File: src/sv/hsd_pkg.sv
// shared widths, status codes and the data-position table for the hamming decoder
package hsd_pkg;

	localparam int unsigned WordW = 31;
	localparam int unsigned LenW  = 5;
	localparam int unsigned SynW  = 5;
	localparam int unsigned DataW = 26;
	localparam int unsigned StatW = 2;

	typedef logic [WordW-1:0] word_t;
	typedef logic [LenW-1:0]  len_t;
	typedef logic [SynW-1:0]  syn_t;
	typedef logic [DataW-1:0] data_t;
	typedef logic [StatW-1:0] stat_t;

	localparam stat_t ST_NONE      = 2'd0;
	localparam stat_t ST_CORRECTED = 2'd1;
	localparam stat_t ST_BEYOND    = 2'd2;

	localparam len_t LEN_RESET = 5'd7;

	// word bit index of each message bit, skipping positions 1, 2, 4, 8 and 16
	localparam logic [4:0] DATA_IDX [DataW] = '{
		5'd2,  5'd4,  5'd5,  5'd6,  5'd8,  5'd9,  5'd10, 5'd11, 5'd12,
		5'd13, 5'd14, 5'd16, 5'd17, 5'd18, 5'd19, 5'd20, 5'd21, 5'd22,
		5'd23, 5'd24, 5'd25, 5'd26, 5'd27, 5'd28, 5'd29, 5'd30
	};

endpackage

File: src/sv/hamming_sec_decoder.sv
// single-error-correcting hamming decoder, one codeword per cycle while the result side keeps up
//
//  channel         | signals                                   | role
//  codeword        | codeword_valid, codeword_stall, codeword  | received word beats
//  result          | result_valid, result_stall, syndrome,     | decoded word beats
//                  | corrected_word, data_bits, error_status   |
//  cfg             | cfg_wr_en, cfg_wr_data                    | codeword length register
//
// two register stages: masked input word, then decoded result
// a beat is accepted every cycle while the result side keeps up
// an empty input stage still takes a beat while a stalled result waits in the output register
// reset clears both valid bits and sets the codeword length to seven
module hamming_sec_decoder
	import hsd_pkg::*;
#(
	parameter int unsigned MAX_LENGTH = 31
) (
	input  logic  clk,
	input  logic  arst_n,
	input  logic  cfg_wr_en,
	input  len_t  cfg_wr_data,
	input  logic  codeword_valid,
	output logic  codeword_stall,
	input  word_t codeword,
	output logic  result_valid,
	input  logic  result_stall,
	output syn_t  syndrome,
	output word_t corrected_word,
	output data_t data_bits,
	output stat_t error_status
);

	len_t  len_q;
	len_t  eff_len;
	word_t len_mask;

	logic  valid_s1;
	word_t word_s1;
	len_t  len_s1;
	logic  adv_s1;
	logic  adv_s2;

	syn_t  syn_c;
	stat_t stat_c;
	word_t fixed_c;
	data_t data_c;

	logic  valid_s2;
	syn_t  syn_s2;
	word_t word_s2;
	data_t data_s2;
	stat_t stat_s2;

	always_ff @(posedge clk or negedge arst_n) begin
		if (!arst_n) begin
			len_q <= LEN_RESET;
		end else if (cfg_wr_en) begin
			len_q <= cfg_wr_data;
		end
	end

	// saturate at the build-time maximum
	always_comb begin
		eff_len = (int'(len_q) > int'(MAX_LENGTH)) ? LenW'(MAX_LENGTH) : len_q;
		for (int i = 0; i < WordW; i++) begin
			len_mask[i] = (LenW'(i) < eff_len);
		end
	end

	assign adv_s2         = !valid_s2 || !result_stall;
	assign adv_s1         = !valid_s1 || adv_s2;
	assign codeword_stall = !adv_s1;

	always_ff @(posedge clk or negedge arst_n) begin
		if (!arst_n) begin
			valid_s1 <= 1'b0;
		end else if (adv_s1) begin
			valid_s1 <= codeword_valid;
		end
	end

	always_ff @(posedge clk) begin
		if (adv_s1 && codeword_valid) begin
			word_s1 <= codeword & len_mask;
			len_s1  <= eff_len;
		end
	end

	// syndrome bit k is the parity of all positions with bit k set
	always_comb begin
		syn_c = '0;
		for (int k = 0; k < SynW; k++) begin
			for (int i = 0; i < WordW; i++) begin
				if (((i + 1) >> k) % 2 == 1) begin
					syn_c[k] = syn_c[k] ^ word_s1[i];
				end
			end
		end
	end

	always_comb begin
		priority if (syn_c == '0) begin
			stat_c = ST_NONE;
		end else if (syn_c <= len_s1) begin
			stat_c = ST_CORRECTED;
		end else begin
			stat_c = ST_BEYOND;
		end
		for (int i = 0; i < WordW; i++) begin
			fixed_c[i] = word_s1[i] ^ ((stat_c == ST_CORRECTED) && (syn_c == SynW'(i + 1)));
		end
		// bits above the length are already zero, so a fixed gather is enough
		for (int k = 0; k < DataW; k++) begin
			data_c[k] = fixed_c[DATA_IDX[k]];
		end
	end

	always_ff @(posedge clk or negedge arst_n) begin
		if (!arst_n) begin
			valid_s2 <= 1'b0;
		end else if (adv_s2) begin
			valid_s2 <= valid_s1;
		end
	end

	always_ff @(posedge clk) begin
		if (adv_s2 && valid_s1) begin
			syn_s2  <= syn_c;
			word_s2 <= fixed_c;
			data_s2 <= data_c;
			stat_s2 <= stat_c;
		end
	end

	assign result_valid   = valid_s2;
	assign syndrome       = syn_s2;
	assign corrected_word = word_s2;
	assign data_bits      = data_s2;
	assign error_status   = stat_s2;

endmodule

File: config.mk
export PLATFORM = sky130hd
export DESIGN_NAME = hamming_sec_decoder
export DESIGN_NICKNAME = d
export VERILOG_FILES = /design/src/sv/hsd_pkg.sv /design/src/sv/hamming_sec_decoder.sv
export SDC_FILE = /design/constraint.sdc
export NUM_CORES = 1
export LEC_CHECK = 0
export ABC_AREA = 1
export BUFFER_PORTS_ARGS = -buffer_cell sky130_fd_sc_hd__buf_2
export CAP_MARGIN = 30
export CORE_MARGIN = 1
export CORE_UTILIZATION = 45
export CTS_CLUSTER_SIZE = 20
export DETAILED_ROUTE_END_ITERATION = 12
export HOLD_SLACK_MARGIN = 0.03
export PLACE_DENSITY = 0.75
export SKIP_LAST_GASP = 1
export SLEW_MARGIN = 25
export SYNTH_ARGS = -nofsm -noshare
export SYNTH_HDL_FRONTEND = slang
export SYNTH_SLANG_ARGS = --single-unit
File: constraint.sdc
create_clock -name clk -period 5.1 [get_ports clk]
set_clock_uncertainty 0.1 [all_clocks]
set_input_delay 0.51 -clock clk [delete_from_list [all_inputs] [get_ports clk]]
set_output_delay 0.51 -clock clk [all_outputs]
set_load 0.02 [all_outputs]
==> results of run 1 <==
==> flip-flops by register name, indices dropped and copies added (netlist names) <==
signal	cells
error_status	2
eff_len	5
valid_s1	1
corrected_word	31
result_valid	1
word_s1	31
syndrome	5
len_s1	5
==> layout make-up <==
type,instances,area share (%)
clock buffers,10,3.914
clock inverters,6,1.411
inverters,88,5.646
multi-input cells,421,35.16
flip-flops and latches,81,41.04
well taps,140,2.994
repair buffers,109,9.837
==> cells in the final DEF (no fill, tap or decap), drive strengths merged <==
cell type / Yosys / layout
nand2: 203 / 203
buf: 41 / 108
inv: 88 / 88
edfxtp: 74 / 74
nor2: 72 / 72
nand3: 43 / 43
xnor2: 20 / 20
xor2: 19 / 19
nand4: 16 / 16
a21oi: 11 / 11
nand3b: 10 / 10
o21ai: 10 / 10
clkbuf: 5 / 10
nor3b: 4 / 4
dfrtp: 4 / 4
ha: 3 / 3
clkinv: 0 / 3
dfstp: 3 / 3
a211oi: 2 / 2
a21boi: 2 / 2
nor3: 2 / 2
bufinv: 0 / 2
a31oi: 1 / 1
or2: 1 / 1
o21bai: 1 / 1
and2: 1 / 1
clkinvlp: 0 / 1
dlygate4sd3: 0 / 1
==> critical path, cell delays in order, from the launching register on <==
cell	delay (ns)
edfxtp_1	0.51
xnor2_1	0.30
xor2_1	0.20
xnor2_1	0.16
inv_1	0.06
nand2_1	0.07
nand2_1	0.05
nand2_1	0.07
nand2_2	0.21
inv_2	0.32
ha_1	0.31
nand3_1	0.11
inv_1	0.06
nand3_1	0.08
nand2_1	0.11
nand2_4	0.46
nand2_1	0.12
nand2_1	0.10
nand2_1	0.08
==> cells by family after synthesis <==
kind of cell	count (synthesis)	share of synthesized area, %
xor gates and xnor gates	39	6.706
DFF	81	47.14
adders and majority gates	3	0.7370
and+or+nand+nor	352	29.80
AOI/OAI and AO/OA	27	2.923
buffers and inverters	134	12.70
==> synth_stat cells, drive strengths merged (2+ instances only) <==
master,n
nand2,203
inv,88
edfxtp,74
nor2,72
nand3,43
buf,41
xnor2,20
xor2,19
nand4,16
a21oi,11
nand3b,10
o21ai,10
clkbuf,5
dfrtp,4
nor3b,4
dfstp,3
ha,3
a211oi,2
a21boi,2
nor3,2
==> power breakdown <==
part / internal [mW] / switching [mW]
clock: 0.426 / 0.251
sequential: 0.854 / 0.0653
combinational: 0.291 / 0.781
==> timing repair <==
action	CTS	global route
hold endpoints to repair	4	0
resized for setup	0	0
hold buffers	1	0
endpoints found under the setup margin	0	0
==> worst max-delay path by stage <==
stage | from | slack [ns] | cells after the start | endpoint
final | word_s1[18] | 1.31 | 18 | corrected_word[24]
after global routing | word_s1[18] | 1.03 | 18 | corrected_word[30]
after CTS | word_s1[18] | 1.35 | 18 | corrected_word[30]
after detailed placement | word_s1[18] | 1.36 | 18 | corrected_word[30]
after global placement | word_s1[18] | 1.47 | 18 | corrected_word[30]
after floorplan | word_s1[18] | 2.11 | 18 | corrected_word[18]
==> metal layers <==
metal,vias to the layer above,GRT usage (%)
li1,2137,-
met1,1926,27.30
met2,185,36.35
met3,21,4.943
met4,0,10.33
met5,-,0
==> metrics by stage <==
step                      worst slack (ns)  total power, mW  instance area (um2)  utilization, %  hold WS [ns]
final                                1.313            2.667                 5851           53.50        0.2890
after global routing                 1.028            2.833                 5851           53.50        0.2828
after CTS                            1.347            2.679                 5851           53.50        0.2745
after detailed placement             1.363            1.992                 5529           50.56        0.2517
after global placement               1.467            1.949                 5502           50.31        0.2416
after floorplan                      2.110            1.823                 5094               -        0.1144
==> results_dict.tcl, run 1 <==
set metrics [dict create \
    outcome "completed" \
    htree_levels 3 \
    power.density_nw_per_um2 455.9 \
    clock_latency_ns 0.34 \
    start_util_pct 46.58 \
    cp_max_fo 63 \
    grt_max_degree 64 \
    grt_use_total_pct 21.99 \
    cts_buffers 9 \
    synth-edff-count 74 \
    post-route-drc-count 0 \
    postRouteAntennaNets 0 \
    syn_nets 680 \
    cts_tree "yes" \
    relSlewSlack_pct 58.87 \
    critical_path_class "reg2reg" \
    ys_ff_latch 81 \
    num_rows 38 \
    place_congestion 0.9353 \
    routed-via-count 4269 \
    io_buffers 106 \
    worstHoldPathCells 3 \
    r2r_end "corrected_word[24]" \
    post_drt_via_cell_ratio 4.993 \
    cap_violations 0 \
    io_pins 107 \
    fill_cells 1054 \
    nets 754 \
    maxSlewViolCount 0 \
    clock-sinks 81 \
    final_cells 855 \
    coreArea_um2 10940 \
    placed_cells 838 \
    hpwl_um 9506 \
    route.detailed.wl_per_inst_um 14.06 \
    wl_met3_um 864 \
    ys_types 34 \
    worst_pin_slew_ns 0.6163 \
    path_clk_slew_ns 0.06 \
    hold_end "eff_len[3]" \
    worstHoldStart "cfg_wr_data[3]" \
    yosysTopAreaCellShare_pct 43.63 \
    cts_max_path_buffers 2 \
    syn_area_per_cell_um2 8.009 \
    setup_viol 0 \
    overflow 0 \
    drt_pass1_iterations 5 \
    crit_path_end_kind "flop" \
    dr_wl_met2_um 5595 \
    syn_to_final_growth_pct 14.86 \
    synth_seq_area_share_pct 47.14 \
    synth_top_area_cell "edfxtp_1" \
    grt_pass1_vias 3894 \
    wl_met1_um 5210 \
    r2r_slack_ns 1.31 \
    peakVddDrop_v 0.0002232 \
    grt_pass1_wl_um 19050 \
    synth_flop_cell "edfxtp_1" \
    timing.rr.start "word_s1[18]" \
    required_ns 5.08 \
    synth_area_leaders "edfxtp_1 (44%), nand2_1 (15%), inv_1 (6.1%)" \
    multi_input_area_um2 2057 \
    rsz0062_at_grt "false" \
    syn-cell-area_um2 5094 \
    final_hold_viol_count 0 \
    fin_crit_sh_pct 74.25 \
    cts-root-buf "clkbuf_16" \
    die_area_um2 11750 \
    die_x_um 108.4 \
    yosysWarnings 0 \
    die_h_um 108.4 \
    drive_gt1_share_pct 19.86 \
    regArea_um2 2401 \
    min_period_ns 3.787 \
    post_cts_buffers 0 \
    startpoint_type "flop" \
    hold_class "in2reg" \
    antenna_cells_inserted 0 \
    ys_async_sr_fraction_pct 8.642 \
    synth_cells 636 \
    worst_ep_arrival_time_ns 3.77 \
    fin_setup_tns_ns 0 \
    initialDrtViolationCount 237 \
    routed_wirelength_um 12020 \
    grt_antenna_before_repair 0 \
    fmax_ghz 0.2641 \
    top_layer_used "met4" \
    leakage_nw 2.830 \
    r2r_cells 18 \
]
(Power assumes the default switching activity.)
==> run 2, diff against run 1 <==
- ABC_AREA: 1 -> 0
- PLACE_DENSITY: 0.75 -> 0.76
- clock period: 5.1 -> 3.9 ns (I/O delays scaled with it)
==> run 2 against run 1 <==
  * Global-route usage shrank 3.1 points
  * Sequential power grew 37%
  * Fmax fell by 0.56%
  * Synthesized area fell by 13%
  * Clock power decreased by 14%
  * Sequential share of layout area increased by 5.7 points
  * Total power grew 39%
  * Flip-flop and latch count unchanged
  * Count of clock-buffer cells in the layout up 4
  * Cell area is 12% lower
  * Die area shrank 13%
  * Critical path type unchanged
  * Critical endpoint is now corrected_word[12]
  * Highest routed layer unchanged
==> results_dict.tcl, run 2 <==
set metrics [dict create \
    synthTopCellsByCount "edfxtp_1 (74), xnor2_1 (49), nor2_1 (32)" \
    layout_common_cells "buf_2 (106), edfxtp_1 (74), xnor2_1 (49), nor2_1 (32), o21ai_1 (23)" \
    clock_latency_ns 0.35 \
    start_util_pct 47.09 \
    synth_mux_area_share_pct 1.276 \
    die_x_um 101.0 \
    grt_antenna_before_repair 0 \
    cts_max_path_buffers 2 \
    synth-edff-count 74 \
    drive_gt1_share_pct 33.18 \
    cap_violations 0 \
    grt_pass1_vias 2758 \
    fill_cells 849 \
    cts-root-buf "clkbuf_8" \
    drt_pass1_iterations 5 \
    path_common_cell "xnor3_1" \
    crit_family "XOR/XNOR gates" \
    fin_crit_sh_pct 97.64 \
    total_power_mw 3.713 \
    postCtsHoldBufs 1 \
    synth_xor_area_share_pct 19.11 \
    leakage_nw 2.142 \
    ys_async_sr_fraction_pct 8.642 \
    final_cells 563 \
    fmax_ghz 0.2626 \
    overflow 0 \
    synth_top_area_cell "edfxtp_1" \
    grt_use_total_pct 18.90 \
    min_period_ns 3.808 \
    cts_buffers 9 \
    syn_nets 389 \
    clock-sinks 81 \
    routed_wirelength_um 9066 \
    setup_viol 0 \
    post_drt_via_cell_ratio 5.073 \
    cts.repair.resized 0 \
    post-route-drc-count 0 \
    syn-cell-area_um2 4413 \
    syn_area_per_cell_um2 12.79 \
    worst_pin_slew_ns 0.7643 \
    relSlewSlack_pct 49.05 \
    place_ws_ns 0.04873 \
    synth_compound_area_share_pct 8.619 \
    synthAdderAreaFrac_pct 0.8506 \
    synth_cells 345 \
    post_cts_buffers 0 \
    power.density_nw_per_um2 723.1 \
    syn_to_final_growth_pct 16.36 \
    final_core_util_pct 54.79 \
    grt_max_degree 37 \
    outcome "completed" \
    placed_cells 546 \
    setup_slack_ns 0.09185 \
    required_ns 3.89 \
    nets 473 \
    fin_setup_tns_ns 0 \
    num_rows 35 \
    hpwl_um 6935 \
    final_hold_viol_count 0 \
    final_area_um2 5135 \
    yosys.area_share.simple_pct 8.818 \
    yosysTopAreaCellShare_pct 50.35 \
    routed-via-count 2856 \
    htree_levels 3 \
    io_pins 107 \
    worst_ep_arrival_time_ns 3.80 \
    peakVddDrop_v 0.0004070 \
    critical_path_class "reg2reg" \
    ys_types 41 \
    path_clk_slew_ns 0.07 \
    die_h_um 101.0 \
    coreArea_um2 9371 \
    die_area_um2 10210 \
    hold_class "in2reg" \
    rsz0062_at_grt "false" \
    synth_area_leaders "edfxtp_1 (50%), xnor2_1 (9.7%), xnor3_1 (7.1%)" \
    ys_ff_latch 81 \
    layout_commonest_cell "buf_2" \
    initialDrtViolationCount 213 \
    dpl_cell_area_um2 4930 \
    startpoint_type "flop" \
    io_buffers 106 \
    cp_max_fo 33 \
    route.detailed.wl_per_inst_um 16.10 \
    crit_buf_inv 2 \
    antenna_cells_inserted 0 \
    holdWs_ns 0.1457 \
    cts_tree "yes" \
    maxSlewViolCount 0 \
    synth_top_family_by_area "XOR/XNOR gates" \
    max_stage_delay_ns 0.46 \
    synth_flop_cell "edfxtp_1" \
    yosysWarnings 0 \
    synth.most_common_cell "edfxtp_1" \
    place_congestion 0.9266 \
    crit_path_top_delay_cell "edfxtp_1" \
    path_cells "xnor3_1 -> xnor3_1 -> xnor3_1 -> inv_2 -> ha_1 -> nor3b_1 -> a311o_1 -> a311oi_4 -> buf_12 -> o211ai_1 -> xnor2_1" \
    crit_path_end_kind "flop" \
    synth_seq_area_share_pct 54.41 \
    grt_pass1_wl_um 14080 \
    postRouteAntennaNets 0 \
]
[run 2: cell types whose count changed after synthesis, moves of 9 or more]
cell,before,now
inv_1,83,7
nand2_1,197,9
nand3b_1,10,0
o21ai_1,1,23
nand4_1,16,0
nor2_1,69,32
nand3_1,42,7
xnor2_1,20,49
xnor3_1,0,14
xor2_1,19,4
o21ai_0,9,0
[run 2: per-layer routing]
| metal | global-route usage, % | vias to the layer above | routed length [um] |
|---|---|---|---|
| met2 | 30.77 | 137 | 4344 |
| li1 | - | 1366 | - |
| met1 | 24.79 | 1341 | 3918 |
| met3 | 3.675 | 12 | 681 |
| met5 | 0 | - | 0 |
| met4 | 8.138 | 0 | 122 |
[run 2: final timing paths]
| kind | startpoint | endpoint | slack (ns) | cells after the start |
|---|---|---|---|---|
| min | codeword_valid | valid_s1 | 0.15 | 2 |
| min reg2reg | valid_s1 | result_valid | 0.39 | 1 |
| max reg2reg | word_s1[22] | corrected_word[12] | 0.09 | 11 |
| min in group asynchronous | arst_n | eff_len[4] | 0.29 | 2 |
| max | word_s1[22] | corrected_word[12] | 0.09 | 11 |
| max in group asynchronous | arst_n | eff_len[1] | 3.19 | 2 |
[run 2: cells by family after synthesis]
family          after synthesis
compound gates               56
xor+xnor                     70
fa+ha+maj                     3
buf+inv                      51
flops                        81
mux                           5
simple gates                 79
[run 2: layout make-up]
| cell class | instances | area, um2 | area share (%) |
|---|---|---|---|
| clock buffer | 14 | 183.9 | 3.582 |
| timing repair buffer | 113 | 618.1 | 12.04 |
| inverter | 11 | 41.29 | 0.8041 |
| tap | 129 | 161.4 | 3.143 |
| sequential | 81 | 2401 | 46.76 |
| clock inverter | 2 | 10.01 | 0.1949 |
| multi-input combinational | 213 | 1719 | 33.48 |
[run 2: power by group]
group / leakage, nW / internal [mW] / switching (mW)
Clock: 0.102 / 0.303 / 0.277
Combinational: 1.24 / 0.700 / 1.17
Sequential: 0.799 / 1.16 / 0.0970
==> run 3, diff against run 2 <==
- CORE_UTILIZATION: 45 -> 54
- HOLD_SLACK_MARGIN: 0.03 -> not set
- PLACE_DENSITY: 0.76 -> 0.87
==> run 3 against run 2 <==
  * Non-clock buffer count up 6
  * Flip-flop and latch count is the same
  * Cell count decreased by 3.7%
==> results_dict.tcl, run 3 (synthesized netlist as in run 2, its figures left out) <==
set metrics [dict create \
    clock-sinks 81 \
    crit_buf_inv 3 \
    p_int_mw 2.250 \
    peakVddDrop_v 0.0003471 \
    critical_path_class "reg2reg" \
    worst_ep_arrival_time_ns 3.68 \
    r2r_cells 11 \
    cts-root-buf "clkbuf_8" \
    route.detailed.wl_per_inst_um 16.50 \
    coreArea_um2 7807 \
    multi_input_area_um2 1719 \
    grt_max_degree 37 \
    relSlewSlack_pct 47.69 \
    fin_crit_sh_pct 94.75 \
    total_power_mw 3.830 \
    min_period_ns 3.695 \
    pwr-share-clk_pct 14.9 \
    cts_buffers 9 \
    rsz0062_at_grt "false" \
    num_rows 32 \
    routed-via-count 2897 \
    p_seq_share_pct 32.8 \
    worst_pin_slew_ns 0.7847 \
    die_h_um 92.40 \
    swShare_pct 41.25 \
    grt_antenna_before_repair 0 \
    crit_family "XOR/XNOR gates" \
    io_pins 107 \
    antenna_cells_inserted 0 \
    grt_use_total_pct 21.88 \
    cp_max_fo 17 \
    cts_tree "yes" \
    cap_violations 0 \
    setup_viol 0 \
    combPwrFrac_pct 52.2 \
    hpwl_um 6790 \
    drt_pass1_iterations 7 \
    layout_common_cells "buf_2 (106), edfxtp_1 (74), xnor2_1 (49), nor2_1 (32), o21ai_1 (23)" \
    maxSlewViolCount 0 \
    regArea_um2 2401 \
    initialDrtViolationCount 146 \
    nets 479 \
    leakage_nw 2.166 \
    path_clk_slew_ns 0.08 \
    startpoint_type "flop" \
    path_cells "xnor3_1 -> xnor3_2 -> xor3_1 -> inv_2 -> ha_1 -> nor3b_1 -> a311oi_4 -> buf_4 -> buf_12 -> o211ai_1 -> xnor2_1" \
    io_buffers 106 \
    fill_cells 633 \
    outcome "completed" \
    final_area_um2 5155 \
    die_x_um 92.40 \
    cp.depth 11 \
    layout_commonest_cell "buf_2" \
    postRouteAntennaNets 0 \
    fmax_ghz 0.2706 \
    die_area_um2 8538 \
    worstHoldPathCells 2 \
    drive_gt1_share_pct 33.86 \
    htree_levels 3 \
    fin_setup_tns_ns 0 \
    cts_max_path_buffers 2 \
    post-route-drc-count 0 \
    start_util_pct 56.52 \
    overflow 0 \
    place_congestion 0.9139 \
    max_stage_delay_ns 0.46 \
    required_ns 3.89 \
    crit_path_top_delay_cell "xnor3_2" \
    final_hold_viol_count 0 \
    routed_wirelength_um 8944 \
    grt_pass1_wl_um 13790 \
    power.density_nw_per_um2 743.0 \
    syn_to_final_growth_pct 16.81 \
    switching_power_mw 1.580 \
    grt_pass1_vias 2703 \
    hold_class "in2reg" \
    crit_path_end_kind "flop" \
    post_drt_via_cell_ratio 5.345 \
    clock_latency_ns 0.35 \
    dpl_cell_area_um2 4896 \
]
run 3: final cells by class:
cell class              count  share of cell area [%]
flip-flops and latches     81                   46.58
multi-input cells         213                   33.35
repair buffers            119                   13.20
well taps                 102                   2.476
clock buffers               9                   2.403
clock inverters             7                   1.189
inverters                  11                  0.8010
run 3: power groups by stage:
| stage | logic (mW) | registers, mW | clock network (mW) |
|---|---|---|---|
| 5_1_grt | 2.15 | 1.27 | 0.609 |
| 6_report | 2.00 | 1.26 | 0.573 |
| 4_1_cts | 1.85 | 1.26 | 0.579 |
| 2_1_floorplan | 1.31 | 1.38 | 0 |
| 3_5_place_dp | 1.84 | 1.28 | 0 |
| 3_3_place_gp | 1.76 | 1.28 | 0 |
run 3: timing repair:
action / in CTS / in global routing
buffers inserted: 0 / 5
setup endpoints to repair: 0 / 22
hold endpoints to repair: 7 / 0
gates resized for setup: 0 / 1
hold buffers: 1 / 0
run 3: stage by stage:
stage	hold WS [ns]	std cells	worst slack, ns	util, %
6_report	0.1402	542	0.2046	66.03
5_1_grt	0.1423	542	0.04327	66.03
3_3_place_gp	0.1231	518	0.2428	62.36
3_5_place_dp	0.1259	519	0.07364	62.71
4_1_cts	0.1320	536	0.07076	65.21
2_1_floorplan	-0.005591	345	0.004792	-
run 3: worst register-to-register path: stages (launching register included):
cell and delay [ns]:
edfxtp_1 0.45, xnor3_1 0.43, xnor3_2 0.46, xor3_1 0.40, inv_2 0.10, ha_1 0.36
nor3b_1 0.43, a311oi_4 0.09, buf_4 0.16, buf_12 0.14, o211ai_1 0.21, xnor2_1 0.09
run 3: worst paths after layout:
check                          startpoint                  to  slack, ns
min reg2reg                      valid_s1        result_valid       0.39
min                        codeword_valid            valid_s1       0.14
max in group asynchronous          arst_n          eff_len[0]       3.17
max reg2reg                   word_s1[29]  corrected_word[14]       0.20
max                           word_s1[29]  corrected_word[14]       0.20
min in group asynchronous          arst_n          eff_len[4]       0.30
run 3: per-layer routing:
layer	global-route usage (%)	vias up	wire (um)
met5	0	-	0
met3	3.120	17	732
met1	28.60	1355	3687
met4	8.854	0	167
met2	36.79	145	4356
li1	-	1380	-
